**config.mk**
```make
export PLATFORM = sky130hd
export DESIGN_NAME = marl_cell
export DESIGN_NICKNAME = d
export VERILOG_FILES = /design/src/hw/rtl/marl_pkg.sv /design/src/hw/rtl/marl_cell.sv
export SDC_FILE = /design/constraint.sdc
export NUM_CORES = 1
export LEC_CHECK = 0
export ABC_AREA = 1
export BUFFER_PORTS_ARGS = -buffer_cell sky130_fd_sc_hd__buf_2
export CORE_AREA = 4 4 123 125
export CTS_CLUSTER_DIAMETER = 50
export CTS_CLUSTER_SIZE = 12
export DETAILED_ROUTE_END_ITERATION = 16
export DIE_AREA = 0 0 127 129
export PLACE_DENSITY_LB_ADDON = 0.12
export SYNTH_ARGS = -nofsm -noshare
export SYNTH_HDL_FRONTEND = slang
export SYNTH_SLANG_ARGS = --single-unit
```
**constraint.sdc**
```tcl
create_clock -name clk_i -period 2.26 [get_ports clk_i]
set_input_delay 0.226 -clock clk_i [delete_from_list [all_inputs] [get_ports clk_i]]
set_output_delay 0.226 -clock clk_i [all_outputs]
set_load 0.05 [all_outputs]
```
**src/hw/rtl/marl_pkg.sv**
```systemverilog
package marl_pkg;

  // Default number of table entries
  localparam int unsigned TableDepth = 32;

  // Field widths
  localparam int unsigned AddrW  = 64;
  localparam int unsigned OpW    = 2;
  localparam int unsigned CountW = 6;

  // Operation codes carried in tuser
  typedef enum logic [OpW-1:0] {
    OP_CLEAR  = 2'd0,
    OP_APPEND = 2'd1,
    OP_QUERY  = 2'd2,
    OP_NONE   = 2'd3
  } op_e;

  // Controller states
  typedef enum logic [1:0] {
    ST_IDLE,
    ST_EXEC,
    ST_WALK,
    ST_RESP
  } state_e;

  // Query token handed from cell to cell
  typedef struct packed {
    logic valid;
    logic done;
    logic excl;
  } tok_t;

  // Broadcast write to the cell row
  typedef struct packed {
    logic             en;
    logic             merge;
    logic [AddrW-1:0] base;
    logic [AddrW-1:0] limit;
  } wr_t;

endpackage

```
**src/hw/rtl/marl_cell.sv**
```systemverilog
module marl_cell #(
  parameter int unsigned DEPTH = marl_pkg::TableDepth,
  parameter int unsigned IDX   = 0,
  localparam int unsigned CW   = $clog2(DEPTH + 1)
) (
  input  logic                     clk_i,
  input  logic                     rst_ni,
  input  logic [CW-1:0]            total_i,
  input  logic [CW-1:0]            wr_idx_i,
  input  marl_pkg::wr_t            wr_i,
  input  logic [marl_pkg::AddrW-1:0] addr_i,
  input  marl_pkg::tok_t           tok_i,
  output marl_pkg::tok_t           tok_o
);

  logic [marl_pkg::AddrW-1:0] base_q;
  logic [marl_pkg::AddrW-1:0] limit_q;
  logic                       active;
  logic                       sel;
  marl_pkg::tok_t             tok_d;
  marl_pkg::tok_t             tok_q;

  assign active = (CW'(IDX) < total_i);
  assign sel    = wr_i.en && (wr_idx_i == CW'(IDX));

  // Entry storage: a merge only moves the limit
  always_ff @(posedge clk_i) begin
    if (sel) begin
      limit_q <= wr_i.limit;
      if (!wr_i.merge) begin
        base_q <= wr_i.base;
      end
    end
  end

  // Test the address against this entry, first hit wins
  always_comb begin
    tok_d = tok_i;
    if (tok_i.valid && !tok_i.done && active) begin
      if (addr_i < base_q) begin
        tok_d.done = 1'b1;
        tok_d.excl = 1'b0;
      end else if (addr_i < limit_q) begin
        tok_d.done = 1'b1;
        tok_d.excl = 1'b1;
      end
    end
  end

  always_ff @(posedge clk_i or negedge rst_ni) begin
    if (!rst_ni) begin
      tok_q <= '0;
    end else begin
      tok_q <= tok_d;
    end
  end

  assign tok_o = tok_q;

endmodule

```
==> flow_summary.yaml, run 1 <==
worst_setup_path:
  cp_cell_sequence: "inv_1, ha_1, a21oi_1, nor2_1, nor3_1, nand2_1, nand2_1, nand2_1, nand2_1, nand2_1, a21oi_1, a21oi_2"
  r2r_start: "base_q[5]$_DFFE_PP_"
  worstSetupStartpointType: "flop"
  required_ps: 2570
  path_max_fanout: 2
  crit_slowest_cell: "edfxtp_1"
  endpoint_kind: "flop"
  r2r_end: "tok_o[0]$_DFF_PN0_"
  reg2reg_depth: 12
  cp.arrival_ps: 2150
  cp_slowest_stage_delay_ps: 370
  crit_top_cell: "nand2_1"
  path_class: "flop to flop"
  rrSetupSlack_ps: 420
power_and_ir_drop:
  ir_worst_vdd_mv: 0.564
  power_leakage_nw: 5.16
  powerDensity_nw_per_um2: 581
  total_power_w: 0.00611
cells_and_area:
  postLayoutCellArea_um2: 10500
  syn_to_final_growth_pct: 44.6
  drive_gt1_share_pct: 24.8
  nets: 1380
clock_network:
  numCtsBuffers: 17
  max-clock-path-buffers: 2
  cts_tree: "yes"
  cts.clk_slew.worst_paths_ps: 60
  root_buffer: "clkbuf_16"
  insertion_delay_ps: 430
  cts_max_level: 4
  cts_resized: 0
  clock_sinks: 131
detailed_routing:
  drc_errors: 0
  drtPass1Iterations: 5
  drt_wl_total_mm: 18.7
  route.detailed.vias_per_inst: 4.89
  drt_iter0_markers: 241
  wl_per_cell_um: 15.1
  ant_nets: 0
  vias: 6051
synth:
  synth_top_family_by_area: "adder cells"
  ys_seq_elements: 131
  synth-simple-area-share_pct: 10.4
  synthAdderAreaFrac_pct: 21.7
  netlist_area_um2: 7280
  synthCells: 678
  avgSynthCellArea_um2: 10.7
  ys_seq_area_share_pct: 53.8
  ys_types: 24
  yosysWarnings: 0
  synth_xor_area_share_pct: 0
  synth_async_sr_flop_share_pct: 2.29
  synth-compound-area-share_pct: 6.09
  synthFlopType: "edfxtp_1"
  synth_edf_count: 128
  muxShareOfSynthArea_pct: 0
  syn_nets: 1015
floorplan:
  rows: 43
  core_area_um2: 13900
  die_w_um: 127
  io_pins: 214
  start_util_pct: 52.4
  die_area_um2: 16400
  die_height_um: 129
grt:
  overflow: 0
  grt_max_degree: 65
  track_usage_pct: 24.2
  grt_pass1_vias: 6791
  antenna_found_initial: 2
  grt_pass1_wl_mm: 30.6
sta:
  fmax_mhz: 544
  hold_viol_final: 0
  finalSetupTns_ps: 0
  rsz0062_at_grt: "false"
  worstMarginPinSlew_ps: 385
  slew_headroom_pct: 74.4
  post-route-min-period_ps: 1840
  slew_violations: 0
  setup_violations: 0
  fin_crit_sh_pct: 81.3
  finClkSkew_ps: 6.08
hold_path:
  worstHoldPathCells: 3
  hold_end: "tok_o[0]$_DFF_PN0_"
  hold_path_startpoint: "tok_i[0]"
  hold_class: "input pin to flop"
job:
  drv_cap: 0
place:
  gp_congestion: 0.882
  numPortBuffers: 213
  dpl.hpwl_mm: 12.7
  placed_area_um2: 8630
status:
  status: "finished, final reports clean"
[how the worst max path moves through the flow]
stage | start | endpoint | slack (ps)
2_1_floorplan | wr_idx_i[1] | base_q[0]$_DFFE_PP_ | -560
3_3_place_gp | wr_idx_i[1] | base_q[18]$_DFFE_PP_ | 410
3_5_place_dp | wr_idx_i[1] | base_q[18]$_DFFE_PP_ | 380
4_1_cts | base_q[59]$_DFFE_PP_ | tok_o[1]$_DFF_PN0_ | 440
5_1_grt | base_q[63]$_DFFE_PP_ | tok_o[1]$_DFF_PN0_ | 220
6_report | base_q[5]$_DFFE_PP_ | tok_o[0]$_DFF_PN0_ | 420
[critical path: cells and delay by family, from the launching register on]
| family | cells | cell delay, ps |
|---|---|---|
| fa+ha+maj | 1 | 240 |
| compound gates | 3 | 410 |
| buf+inv | 1 | 70 |
| simple gates | 7 | 630 |
| flops | 1 | 370 |
[flip-flops by register name, indices dropped and copies added, names as in the netlist]
signal   count
tok_o        3
limit_q     64
base_q      64
[stage by stage]
step	worst slack [ps]	cells	hold slack [ps]	utilization, %
floorplan	-562	678	-69.6	-
global placement	411	1073	30.0	62.2
detailed placement	384	1073	33.1	62.2
CTS	436	1236	49.6	75.8
global route	225	1237	50.9	75.8
finish	423	1237	60.6	75.8
[cells in the mapped netlist, drive strengths merged, types with 2 or more instances]
master / n / area [µm²]
a21oi: 61 / 309
dfrtp: 3 / 75.1
edfxtp: 128 / 3840
ha: 126 / 1580
inv: 155 / 582
nand2: 110 / 415
nand3: 11 / 55.1
nand4: 8 / 50.1
nor2: 36 / 145
nor3: 12 / 60.1
o211ai: 2 / 15.0
o21a: 2 / 15.0
o21ai: 18 / 90.1
or4: 2 / 18.8
[power by group]
part           internal [W]  switching [W]  leakage [nW]
Combinational      0.000398       0.000302          3.69
Sequential          0.00268     0.00000393          1.19
Clock               0.00163        0.00110         0.282
[area by class of cell]
cell class | instances | area (µm²)
Clock inverter | 15 | 154
Clock buffer | 17 | 425
Sequential cell | 131 | 3920
Antenna cell | 1 | 2.50
Tap cell | 180 | 225
Fill cell | 918 | 3360
Multi-Input combinational cell | 392 | 2800
Timing Repair Buffer | 346 | 2420
Inverter | 155 | 582
[cell usage in the layout (no fill, tap or decap), types with 2 or more instances in the layout]
master | Yosys | layout
nand3_1 | 11 | 11
inv_1 | 147 | 147
dlygate4sd3_1 | 0 | 131
buf_12 | 0 | 2
nor2_2 | 4 | 4
o21ai_1 | 11 | 11
clkinv_4 | 0 | 2
nor2_1 | 32 | 31
inv_6 | 0 | 6
a21oi_1 | 60 | 60
o211ai_1 | 2 | 2
inv_2 | 8 | 8
buf_2 | 0 | 213
nor3_1 | 12 | 11
dfrtp_1 | 3 | 3
o21ai_0 | 7 | 7
o21a_1 | 2 | 2
nand2_1 | 109 | 109
edfxtp_1 | 128 | 128
clkinv_1 | 0 | 3
bufinv_16 | 0 | 2
clkbuf_16 | 0 | 17
ha_1 | 126 | 126
nand4_1 | 8 | 8
or4_4 | 1 | 2
[layer usage]
metal	global-route usage, %	up-vias	routed length [µm]
li1	-	3024	-
met1	25.8	2740	6950
met2	44.1	225	9660
met3	7.10	60	1450
met4	11.1	2	621
met5	0	-	13
[timing repair]
item                      4_1_cts  5_1_grt
hold buffers                  131        0
hold endpoints to repair      133        0
buffers inserted                0        0
[cells by family after synthesis]
| logic type | after synthesis |
|---|---|
| compound gates | 85 |
| fa+ha+maj | 126 |
| buf+inv | 155 |
| flops | 131 |
| simple gates | 181 |
(Power assumes the default switching activity.)
==> run 2, diff against run 1 <==
--- a/config.mk
+++ b/config.mk
@@ -5,7 +5,7 @@
 export SDC_FILE = /design/constraint.sdc
 export NUM_CORES = 1
 export LEC_CHECK = 0
-export ABC_AREA = 1
+export ABC_AREA = 0
 export BUFFER_PORTS_ARGS = -buffer_cell sky130_fd_sc_hd__buf_2
 export CORE_AREA = 4 4 123 125
 export CTS_CLUSTER_DIAMETER = 50
==> constraint.sdc (replaced) <==
create_clock -name clk_i -period 1.9 [get_ports clk_i]
set_input_delay 0.19 -clock clk_i [delete_from_list [all_inputs] [get_ports clk_i]]
set_output_delay 0.19 -clock clk_i [all_outputs]
set_load 0.05 [all_outputs]
==> run 2 against run 1 <==
The flow now finishes with violations (setup timing). Area after synthesis is 1.6% lower. Clock skew increased by 2.6 ps. Cell count is 3.4% lower. Clock power rose by 21%. Largest power group unchanged. Highest routed layer unchanged. Combinational power up 37%. Fmax decreased by 13%.
==> flow_summary.yaml, run 2 <==
detailed_routing:
  vias: 6127
  drc_errors: 0
  drt_wl_total_mm: 21.3
  drt_iter0_markers: 224
  ant_nets: 0
  wl_per_cell_um: 17.8
  drtPass1Iterations: 4
  route.detailed.vias_per_inst: 5.13
synth:
  synth_edf_count: 128
  syn_nets: 925
  synth.most_common_cell: "inv_1"
  avgSynthCellArea_um2: 12.2
  synthTopCellsByCount: "130 x inv_1, 128 x edfxtp_1, 126 x ha_1"
  synth_async_sr_flop_share_pct: 2.29
  netlist_area_um2: 7160
  synthCells: 588
  synth.top_cell.area_share_pct: 53.7
  synth_top_cell_by_area: "edfxtp_1"
  ys_seq_elements: 131
  synth_area_leaders: "edfxtp_1 54%, ha_1 22%, inv_1 6.8%, a21oi_1 3.0%, nand4_1 1.7%"
  yosysWarnings: 0
  ys_seq_area_share_pct: 54.7
  ys_types: 38
  synthFlopType: "edfxtp_1"
floorplan:
  die_height_um: 129
  start_util_pct: 51.6
  die_area_um2: 16400
  core_area_um2: 13900
  io_pins: 214
  rows: 43
  die_w_um: 127
place:
  gp_congestion: 0.907
  dpl.hpwl_mm: 14.0
  numPortBuffers: 213
clock_network:
  clock_sinks: 131
  numCtsBuffers: 17
  cts_max_level: 4
  root_buffer: "clkbuf_16"
  insertion_delay_ps: 410
  max-clock-path-buffers: 2
  cts_tree: "yes"
  cts.clk_slew.worst_paths_ps: 60
sta:
  slew_headroom_pct: 65.8
  hold_viol_final: 0
  setup_slack_ps: -205
  worstMarginPinSlew_ps: 505
  rsz0062_at_grt: "true"
  finClkSkew_ps: 8.73
  fmax_mhz: 475
  finalSetupTns_ps: -393
  fin_crit_sh_pct: 111
  post-route-min-period_ps: 2100
  slew_violations: 0
  setup_violations: 2
hold_path:
  hold_class: "input pin to flop"
grt:
  track_usage_pct: 26.1
  grt_pass1_vias: 6802
  antenna_found_initial: 3
  grt_max_degree: 34
  grt_pass1_wl_mm: 32.8
  overflow: 0
cells_and_area:
  finish.utilization_pct: 80.2
  mostFrequentLayoutCells: "213 x buf_2, 130 x dlygate4sd3_1, 128 x edfxtp_1, 125 x inv_1, 111 x ha_1"
  syn_to_final_growth_pct: 55.5
  final_common_cell: "buf_2"
  fill_cells: 802
  nets: 1341
  drive_gt1_share_pct: 33.2
worst_setup_path:
  cp_slowest_stage_delay_ps: 380
  path_max_fanout: 2
  required_ps: 2200
  cp_cell_sequence: "inv_1, ha_1, and4_4, nor4bb_4, a221o_1, o31ai_4, nand4_1, a21boi_2"
  path_class: "flop to flop"
  critical-path-top-delay-family: "compound AO/OA/AOI/OAI gates"
  cp.arrival_ps: 2410
  worstSetupStartpointType: "flop"
  crit_slowest_cell: "edfxtp_1"
  endpoint_kind: "flop"
  critPathBufInv: 1
status:
  violations: "setup timing"
  status: "complete, but fails checks"
power_and_ir_drop:
  total_power_w: 0.00745
  power_leakage_nw: 5.22
  ir_worst_vdd_mv: 0.590
  powerDensity_nw_per_um2: 669
job:
  drv_cap: 0
-- run 2: path summary, 6_finish.rpt --
kind / startpoint / to / slack, ps / cells after the start
setup reg to reg: base_q[23]$_DFFE_PP_ / tok_o[0]$_DFF_PN0_ / -200 / 8
setup / recovery: base_q[23]$_DFFE_PP_ / tok_o[0]$_DFF_PN0_ / -200 / 8
hold / removal: tok_i[0] / tok_o[0]$_DFF_PN0_ / 30 / 3
min in group asynchronous: rst_ni / tok_o[0]$_DFF_PN0_ / 110 / 2
hold reg to reg: base_q[54]$_DFFE_PP_ / tok_o[1]$_DFF_PN0_ / 870 / 5
max in group asynchronous: rst_ni / tok_o[1]$_DFF_PN0_ / 1670 / 2
-- run 2: power by group --
part	internal [W]	switching [W]
Clock	0.00214	0.00114
Sequential	0.00319	0.00000571
Combinational	0.000559	0.000401
-- run 2: timing repair --
| item | in CTS | in global routing |
|---|---|---|
| pin swaps | 18 | 12 |
| setup buffers | 1 | 2 |
| gates resized for setup | 30 | 16 |
| hold buffers | 130 | 0 |
| setup endpoints to repair | 2 | 2 |
| endpoints found under the hold margin | 132 | 0 |
-- run 2: layout make-up --
class,count,area [µm²],share of cell area [%]
Antenna cell,2,5.00,0.0449
Clock buffer,19,433,3.89
Clock inverter,9,140,1.26
Inverter,130,488,4.38
Multi-Input combinational cell,327,3100,27.9
Sequential cell,131,3920,35.2
Tap cell,180,225,2.02
Timing Repair Buffer,397,2820,25.3
-- run 2: metrics by stage --
| stage | hold WS [ps] | cell area [µm²] | instances | setup slack (ps) |
|---|---|---|---|---|
| floorplan | -106 | 7190 | 588 | -3370 |
| global placement | -9.16 | 8920 | 1032 | -390 |
| detailed placement | -4.17 | 8920 | 1032 | -494 |
| CTS | 6.41 | 11000 | 1191 | -170 |
| global route | 30.5 | 11100 | 1195 | -290 |
| finish | 25.9 | 11100 | 1195 | -205 |
-- run 2: cells by family (layout without fill, tap and decap cells) --
family	count (synthesis)	count (layout)	share of synthesized area (%)
compound gates	101	101	9.00
fa+ha+maj	126	126	22.0
buf+inv	130	555	6.82
flops	131	131	54.7
other cells	0	2	0
simple gates	100	100	7.43
-- run 2: worst min-delay path, stage by stage --
cell	delay, ps
buf_2	100
inv_1	60
a21boi_2	50
-- run 2: layer usage --
layer	vias to the layer above	global-route usage [%]	share of wire, %
met2	228	49.6	54
li1	2973	-	-
met1	2855	27.3	37
met5	-	0	0.061
met3	69	5.89	5.2
met4	2	12.2	3.9
==> run 3, diff against run 2 <==
--- a/config.mk
+++ b/config.mk
@@ -12,7 +12,7 @@
 export CTS_CLUSTER_SIZE = 12
 export DETAILED_ROUTE_END_ITERATION = 16
 export DIE_AREA = 0 0 127 129
-export PLACE_DENSITY_LB_ADDON = 0.12
+export PLACE_DENSITY = 0.79
 export SYNTH_ARGS = -nofsm -noshare
 export SYNTH_HDL_FRONTEND = slang
 export SYNTH_SLANG_ARGS = --single-unit
==> run 3 against run 2 <==
The run still ends with setup timing left. Worst hold slack improved by 76 ps. Power is 1.9% lower. Clock skew fell by 1.3 ps. First-iteration DRC count increased by 100%. Critical endpoint unchanged. Fmax fell by 7.4%. Final area increased by 0.63%.
==> flow_summary.yaml, run 3 (synthesis results as in run 2) <==
cells_and_area:
  final_common_cell: "buf_2"
  finish.utilization_pct: 80.7
  mostFrequentLayoutCells: "213 x buf_2, 132 x dlygate4sd3_1, 128 x edfxtp_1, 125 x inv_1, 114 x ha_1"
  syn_to_final_growth_pct: 56.5
  drive_gt1_share_pct: 33.9
  seq_area_um2: 3920
  postLayoutCellArea_um2: 11200
  multi_input_area_um2: 3030
  nets: 1365
  fill_cells: 721
  antenna_cells: 0
worst_setup_path:
  path_class: "flop to flop"
  critPathBufInv: 5
  required_ps: 2250
  crit_slowest_cell: "edfxtp_1"
  rrSetupSlack_ps: -370
  path_max_fanout: 3
  cp.depth: 11
  critical-path-top-delay-family: "simple AND/OR/NAND/NOR gates"
  reg2reg_depth: 11
  cp_slowest_stage_delay_ps: 360
  cp.arrival_ps: 2620
  worstSetupStartpointType: "flop"
  cp_cell_sequence: "inv_2, ha_4, nand4_1, buf_4, buf_4, buf_4, buf_4, nor3_1, o31ai_4, nand4_1, a21boi_2"
  crit_top_cell: "buf_4"
  endpoint_kind: "flop"
sta:
  rsz0062_at_grt: "true"
  post-route-min-period_ps: 2270
  setup_violations: 2
  worstMarginPinSlew_ps: 478
  slew_violations: 0
  slew_headroom_pct: 67.3
  finClkSkew_ps: 7.45
  hold_viol_final: 0
  finalSetupTns_ps: -713
  setup_slack_ps: -372
  fin_crit_sh_pct: 120
  fmax_mhz: 440
grt:
  grt_max_degree: 28
  grt_pass1_vias: 7501
  track_usage_pct: 30.0
  grt_pass1_wl_mm: 37.4
  antenna_found_initial: 0
  overflow: 0
power_and_ir_drop:
  power_leakage_nw: 5.28
  powerDensity_nw_per_um2: 652
  switching_power_w: 0.00164
  power.internal_w: 0.00566
  combinationalPowerShare_pct: 13.9
  pwr-share-clk_pct: 42.3
  ir_worst_vdd_mv: 0.773
  swShare_pct: 22.5
  total_power_w: 0.00730
  p_seq_share_pct: 43.8
detailed_routing:
  ant_nets: 0
  wl_met3_mm: 1.87
  drt_iter0_markers: 452
  drt_wl_total_mm: 24.3
  wl_per_cell_um: 20.0
  met2_length_mm: 12.4
  route.top_layer_used: "met4"
  vias: 6612
  m1WireLength_mm: 8.62
  route.detailed.vias_per_inst: 5.43
  drc_errors: 0
  drtPass1Iterations: 5
clock_network:
  max-clock-path-buffers: 2
  root_buffer: "clkbuf_16"
  insertion_delay_ps: 420
  cts.clk_slew.worst_paths_ps: 60
  cts_tree: "yes"
  cts_max_level: 4
  numCtsBuffers: 17
  clock_sinks: 131
floorplan:
  start_util_pct: 51.6
  io_pins: 214
  die_area_um2: 16400
  core_area_um2: 13900
  rows: 43
  die_w_um: 127
  die_height_um: 129
job:
  drv_cap: 0
place:
  dpl.hpwl_mm: 13.9
  gp_congestion: 0.850
  placed_area_um2: 9080
  numPortBuffers: 213
  pre_cts_slack_ps: -471
hold_path:
  hold_class: "input pin to async pin"
status:
  status: "complete, but fails checks"
  violations: "setup timing"
==> run 3: cell types whose count changed in the layout (fill, tap and decap cells not counted), sizes merged <==
cell         delta
buf            +22
bufinv          -2
clkbuf          +1
clkinvlp        +1
diode           -2
dlygate4sd3     +2
==> run 3: repair_timing <==
| action | CTS | global route |
|---|---|---|
| resized for setup | 32 | 2 |
| setup endpoints to repair | 2 | 2 |
| hold buffers | 132 | 0 |
| pin swaps | 25 | 5 |
| hold endpoints to repair | 134 | 0 |
| gates cloned | 0 | 0 |
| buffers inserted | 5 | 1 |
==> run 3: worst paths after layout <==
path	start	endpoint
setup / recovery	base_q[28]$_DFFE_PP_	tok_o[0]$_DFF_PN0_
hold / removal	rst_ni	tok_o[2]$_DFF_PN0_
setup reg to reg	base_q[28]$_DFFE_PP_	tok_o[0]$_DFF_PN0_
hold reg to reg	base_q[54]$_DFFE_PP_	tok_o[1]$_DFF_PN0_
max in group asynchronous	rst_ni	tok_o[0]$_DFF_PN0_
min in group clk_i	wr_i[128]	base_q[30]$_DFFE_PP_
==> run 3: metal layers <==
layer  global-route usage [%]  vias to the layer above
met5                        0                        -
met4                     18.4                        0
met1                     32.3                     3093
li1                         -                     3015
met3                     6.64                      120
met2                     53.8                      384
==> run 3: final cells by class <==
| type | count | share of cell area (%) |
|---|---|---|
| Inverter | 130 | 4.35 |
| Sequential cell | 131 | 35.0 |
| Clock inverter | 8 | 0.804 |
| Timing Repair Buffer | 421 | 27.0 |
| Tap cell | 180 | 2.01 |
| Clock buffer | 20 | 3.90 |
| Multi-Input combinational cell | 327 | 27.0 |
==> run 3: power by group through the flow <==
stage                     Combinational, W  Sequential, W  Clock (W)
after floorplan                   0.000245        0.00328          0
after global placement            0.000670        0.00326          0
after detailed placement          0.000693        0.00326          0
after CTS                         0.000948        0.00320    0.00304
after global routing               0.00110        0.00320    0.00323
final                              0.00102        0.00320    0.00309
==> run 3: through the flow <==
step,cells,hold WS (ps)
2_1_floorplan,588,-106
3_3_place_gp,1051,-6.36
3_5_place_dp,1051,-5.79
4_1_cts,1216,89.3
5_1_grt,1217,108
6_report,1217,102
